==> src/rtl/qpht_modadd.sv <==
// qpht_modadd: shared modular adder, (a + b + cin) mod MODULUS with a, b below MODULUS.
// Uses no package items; serves every probe index step.
module qpht_modadd #(
  parameter int unsigned MODULUS = 1021,
  parameter int unsigned IW      = 10
) (
  input  logic [IW-1:0] a_i,
  input  logic [IW-1:0] b_i,
  input  logic          cin_i,
  output logic [IW-1:0] sum_o
);

  localparam logic [IW:0] ModW = (IW+1)'(MODULUS);

  logic [IW:0] raw;

  assign raw   = {1'b0, a_i} + {1'b0, b_i} + {{IW{1'b0}}, cin_i};
  assign sum_o = (raw >= ModW) ? IW'(raw - ModW) : IW'(raw);

endmodule

==> config.mk <==
export PLATFORM = sky130hd
export DESIGN_NAME = qpht_modadd
export DESIGN_NICKNAME = d
export VERILOG_FILES = /design/src/rtl/qpht_modadd.sv
export SDC_FILE = /design/constraint.sdc
export NUM_CORES = 1
export LEC_CHECK = 0
export ABC_AREA = 1
export BUFFER_PORTS_ARGS = -buffer_cell sky130_fd_sc_hd__buf_2
export CAP_MARGIN = 10
export CORE_UTILIZATION = 60
export DETAILED_ROUTE_END_ITERATION = 12
export PLACE_DENSITY = 0.91
export SETUP_SLACK_MARGIN = 0.02
export SLEW_MARGIN = 20
export SYNTH_ARGS = -nofsm -noshare
export SYNTH_HDL_FRONTEND = slang
export SYNTH_SLANG_ARGS = --single-unit
==> constraint.sdc <==
create_clock -name vclk -period 5
set_input_delay 0.25 -clock vclk [all_inputs]
set_output_delay 0.25 -clock vclk [all_outputs]
set_load 0.02 [all_outputs]
* Yosys cells after proc, flatten, opt, wreduce, memory -nomap -nowiden
Cells that the tools add are included.
Cells by class: muxes and demuxes 1, magnitude comparators 1, add/subtract/negate cells 3
Operator list (number):
- $add A10 B10 Y11 | 1
- $add A11 B1 Y11 | 1
- $ge A11 B10 Y1 const B | 1
- $mux W10 | 1
- $sub A10 B10 Y10 const B | 1
Storage, ports and cells: register bits after elaboration 0, word-level logic and storage cells 5, bits of input ports 21, output and inout port bits 10

* Logic depth before layout (Yosys ltp)
Gate-level depths: netlist of the first run.
depth in word-level cells 4, depth in mapped cells 16, depth with buffers taken out 16

* Least setup slack after synthesis of the first run
No wires, ideal clock.
path kind input to output, from in a_i[0], to out sum_o[6], stages 9, setup slack 2.560 ns, buffers on the path 0, arrival 2.190 ns, required time 4.750 ns, cell sequence fa_1 > inv_1 > fa_1 > ha_1 > nor3_2 > nand2_1 > xor2_1 > nand2_1 > nand2_1
Between the ends: word-level cells in the longest chain between the ends 4, elaborated cells on any way between the ends 5, classes of those cells add/sub: 3; order compare: 1; mux: 1
Ends and longest elaborated chain:
- start, declared | line 7 | input logic [IW-1:0] a_i,
- $add A10 B10 Y11 * | line 17 | assign raw = {1'b0, a_i} + {1'b0, b_i} + {{IW{1'b0}}, cin_i};
- $add A11 B1 Y11 * | line 17
- $sub A10 B10 Y10 or $ge A11 B10 Y1 (tied branches) | line 18 | assign sum_o = (raw >= ModW) ? IW'(raw - ModW) : IW'(raw);
- $mux W10 * | line 18
- end, declared | line 10 | output logic [IW-1:0] sum_o
Every way passes the cells marked *; elsewhere a longest branch is shown, timed or not.

* Worst setup path in the final report of the first run
Ends and elaborated chain as after synthesis.

==> results.toml, run 1 <==
[run_status]
outcome = "complete, but fails checks"
failed_checks = "DRC"

[worst_hold_path]
min_path_type = "in -> out"

[floorplan]
core_area_um2 = 1560
die_w_um = 43.4
die_h_um = 43.4
start_util_pct = 65.9
die-area_um2 = 1880
ios = 31
row_count = 14

[clocking]
post_cts_buffers = 0
cts.repair.resized = 0
ctsHoldBuffers = 0

[finish]
nNetsFinal = 259
n_antenna_cell = 0
design_area_um2 = 1200
fillCellCount = 139
area_growth_pct = 16.6
n_sequential_cell = 0
ff_latch_area_um2 = 0
clock_buffers = 0
drive_gt1_share_pct = 24.7

[power_and_ir_drop]
power_leakage_uw = 0.000751
power_density_nw_per_um2 = 182
ir_worst_vdd_mv = 0.129

[yosys]
synthCells = 193
synth_fp_nets = 227
postSynthAreaPerCell_um2 = 5.32
yosysSeqAreaShare_pct = 0
synthDistinctLibCells = 24
ys.warnings.count = 0
syn-cell-area_um2 = 1030

[placed_design]
place_area_um2 = 1200
dp_hpwl_um = 2120
preCtsSetupSlack_ns = 2.26
io_buffers = 31
gp_routability_congestion = 0.907

[setup_path]
crit_required_ns = 4.75
crit_chain = "buf_2 -> fa_1 -> inv_1 -> fa_1 -> ha_1 -> nor3_2 -> nand2_1 -> xor2_1 -> nand2_1 -> nand2_1 -> buf_2"
cp-end-kind = "output pin"
crit_top_cell = "nand2_1"
worst_ep_arrival_time_ns = 2.52
startpoint_type = "primary input"
cp_max_fo = 4
worstSetupPathType = "in -> out"
critPathBufInv = 3
slowest_stage = "fa_1"
crit_path_max_incr_delay_ns = 0.48
cpLargestDelayFamily = "adder cells"

[sta]
hold_viol = 0
fin_setup_tns_ns = 0
fmax_mhz = 361
slew_headroom_pct = 65.1
rsz0062_at_grt = "false"
worst_slack_ns = 2.23
finalMaxSlewViolations = 0
fin_crit_sh_pct = 55.4
worst_pin_slew_ns = 0.522
holdWs_ns = 1.08
timing.final.crit_period_ns = 2.77
setup_violations = 0

[detailed_routing]
final_antenna_net_count = 0
drtIter0Drc = 45
viasPerCell = 5.38
drt_pass1_iterations = 8
drt-total-wl_um = 2470
via_count = 1286
drc = 4
wl_per_cell_um = 10.3

[global_route]
track_usage_pct = 26.6
grt.overflow.total = 0
grt_pass1_vias = 1062
antenna_found_initial = 0
grt_max_degree = 12
grt_pass1_wl_um = 4040

[job]
drv_cap = 0
cells in the mapped netlist, drive strengths merged:
| cell type | number | area [µm²] |
|---|---|---|
| nor3 | 1 | 10.0 |
| ha | 11 | 138 |
| fa | 2 | 40.0 |
| inv | 30 | 113 |
| buf | 1 | 5.00 |
| nor2 | 15 | 71.3 |
| nand4 | 2 | 12.5 |
| nand2 | 84 | 353 |
| clkinv | 1 | 3.75 |
| a21oi | 5 | 28.8 |
| or2 | 1 | 6.26 |
| nand3b | 1 | 7.51 |
| o21ai | 2 | 10.0 |
| nand3 | 31 | 178 |
| o211ai | 1 | 7.51 |
| xor2 | 5 | 43.8 |
layout make-up:
class	instances	area [µm²]	share of cell area (%)
Timing Repair Buffer	31	155	13.0
Inverter	31	116	9.72
Tap cell	16	20.0	1.67
Multi-Input combinational cell	161	906	75.7
worst min-delay path, delay by kind of cell:
| family | cells | cell delay, ns |
|---|---|---|
| buf+inv | 2 | 0.24 |
| simple gates | 2 | 0.14 |
| fa+ha+maj | 1 | 0.20 |
power breakdown:
group / total, µW / internal (µW) / switching, µW
sequential: 0 / 0 / 0
combinational: 218 / 75.8 / 142
clock: 0 / 0 / 0
total: 218 / 75.8 / 142
final timing paths:
path | startpoint | endpoint | cells past startpoint
worst max-delay path | a_i[0] | sum_o[6] | 11
worst min-delay path | cin_i | sum_o[0] | 5
metrics by stage:
stage | utilization (%) | power, µW | std cells
2_1_floorplan | - | 164 | 193
3_3_place_gp | 76.8 | 208 | 239
3_5_place_dp | 76.8 | 215 | 239
4_1_cts | 76.8 | 216 | 239
5_1_grt | 76.8 | 242 | 239
6_report | 76.8 | 218 | 239
kinds of logic after synthesis:
| kind of cell | synth area share, % |
|---|---|
| xor+xnor | 4.26 |
| simple gates | 62.1 |
| compound gates | 4.51 |
| fa+ha+maj | 17.3 |
| buf+inv | 11.8 |
cells in the final DEF (no fill, tap or decap), types with 2 or more instances in the layout:
master	count
nand3_1	28
inv_2	2
nor2_2	3
a21oi_1	4
nand2_2	12
nand3_2	2
o21ai_0	2
buf_2	31
nand2_1	71
ha_1	11
inv_1	28
nand4_1	2
fa_1	2
xor2_1	5
nor2_1	11
metal layers:
layer | global-route usage (%) | routed length [µm] | vias up
li1 | - | - | 665
met1 | 33.3 | 1060 | 570
met2 | 50.9 | 1260 | 47
met3 | 1.25 | 131 | 4
met4 | 3.75 | 18 | 0
met5 | 0 | 0 | -
(Power assumes the default switching activity.)
==> run 2, diff against run 1 <==
- CORE_UTILIZATION: 60 -> 55
- PLACE_DENSITY: 0.91 -> 0.85
- clock period: 5 -> 2.6 ns (I/O delays scaled with it)
==> results.toml, run 2 (synthesized netlist as in run 1, its figures left out) <==
[floorplan]
row_count = 15
die_h_um = 45.2
die-area_um2 = 2040
start_util_pct = 58.9
core_area_um2 = 1750
ios = 31
die_w_um = 45.2

[global_route]
grt.overflow.total = 0
grt_pass1_vias = 1093
track_usage_pct = 26.8
antenna_found_initial = 0
grt_max_degree = 12
grt_pass1_wl_um = 4220

[placed_design]
dp_hpwl_um = 2130
placedCellCount = 249
gp_routability_congestion = 0.829
io_buffers = 31

[power_and_ir_drop]
power_density_nw_per_um2 = 344
ir_worst_vdd_mv = 0.214
power_leakage_uw = 0.000760
p_total_uw = 429

[finish]
area_growth_pct = 21.4
n_sequential_cell = 0
fillCellCount = 176
drive_gt1_share_pct = 27.0
mostFrequentLayoutCells = "nand2_1, buf_2, inv_1, nand3_1, nand2_2"
stdcell_count = 251
nNetsFinal = 262
clock_buffers = 0
n_antenna_cell = 0
ff_latch_area_um2 = 0
final_common_cell = "nand2_1"
multiInputGateArea_um2 = 937

[detailed_routing]
wl_per_cell_um = 10.1
via_count = 1300
drtIter0Drc = 57
drt_pass1_iterations = 4
viasPerCell = 5.18
drc = 0
drt-total-wl_um = 2530
final_antenna_net_count = 0

[setup_path]
crit_required_ns = 2.47
cp_max_fo = 6
worstSetupPathType = "in -> out"
crit_start = "a_i[0]"
startpoint_type = "primary input"
crit_chain = "buf_2 -> fa_2 -> inv_1 -> fa_2 -> ha_1 -> o211ai_1 -> nor2_4 -> nand3_4 -> nand2_2 -> nand2_1 -> nand2_1 -> buf_2"
crit_path_max_incr_delay_ns = 0.46
slowest_stage = "fa_2"
cp-end-kind = "output pin"
worst_ep_arrival_time_ns = 2.30

[sta]
setup_violations = 0
slew_headroom_pct = 78.4
hold_viol = 0
fin_setup_tns_ns = 0
fmax_mhz = 412
rsz0062_at_grt = "false"
timing.final.crit_period_ns = 2.43
fin_crit_sh_pct = 93.4
worst_pin_slew_ns = 0.323
finalMaxSlewViolations = 0

[run_status]
outcome = "completed"

[worst_hold_path]
min_path_type = "in -> out"
worstHoldStart = "cin_i"

[clocking]
ctsHoldBuffers = 0
post_cts_buffers = 0

[job]
drv_cap = 0
==> run 2: cell count changes in the layout (fill, tap and decap cells not counted), sizes merged <==
cell	before	now
buf	31	32
nand3	31	32
nand2	84	85
==> run 2: final timing paths <==
kind        to  slack [ns]  depth (start not counted)
min   sum_o[0]        0.85                          5
max   sum_o[2]        0.17                         12
==> run 2: layout make-up <==
type	instances	share of cell area (%)
inverters	31	9.33
multi-input cells	163	75.1
well taps	25	2.51
repair buffers	32	13.0
==> run 2: per-stage QoR <==
step / util (%) / cell area [µm²] / hold WS (ns) / setup slack [ns]
finish: 71.5 / 1250 / 0.852 / 0.172
global route: 71.5 / 1250 / 0.912 / 0.0223
CTS: 69.7 / 1220 / 0.843 / 0.110
detailed placement: 69.7 / 1220 / 0.843 / 0.112
global placement: 69.7 / 1220 / 0.832 / 0.188
floorplan: - / 1030 / 0.674 / 0.400
==> run 2: critical path, delay by kind of cell <==
family                     cells  cell delay [ns]
buffers and inverters          3             0.35
and+or+nand+nor                5             0.42
AOI/OAI and AO/OA              1             0.30
adders and majority gates      3             1.08
==> run 2: metal layers <==
layer	vias to the layer above	GRT usage, %	part of all wire, %
li1	679	-	-
met1	589	32.0	43
met2	32	52.5	54
met3	0	2.00	3.6
met4	0	3.03	0
met5	-	0	0
==> run 2: what timing repair did <==
| action | in CTS | in global routing |
|---|---|---|
| endpoints found under the setup margin | 0 | 10 |
| hold endpoints to repair | 0 | 0 |
| resized for setup | 0 | 4 |
==> run 2: where the power goes <==
part	switching, µW	internal (µW)
sequential	0	0
clock	0	0
combinational	278	151
total	278	151
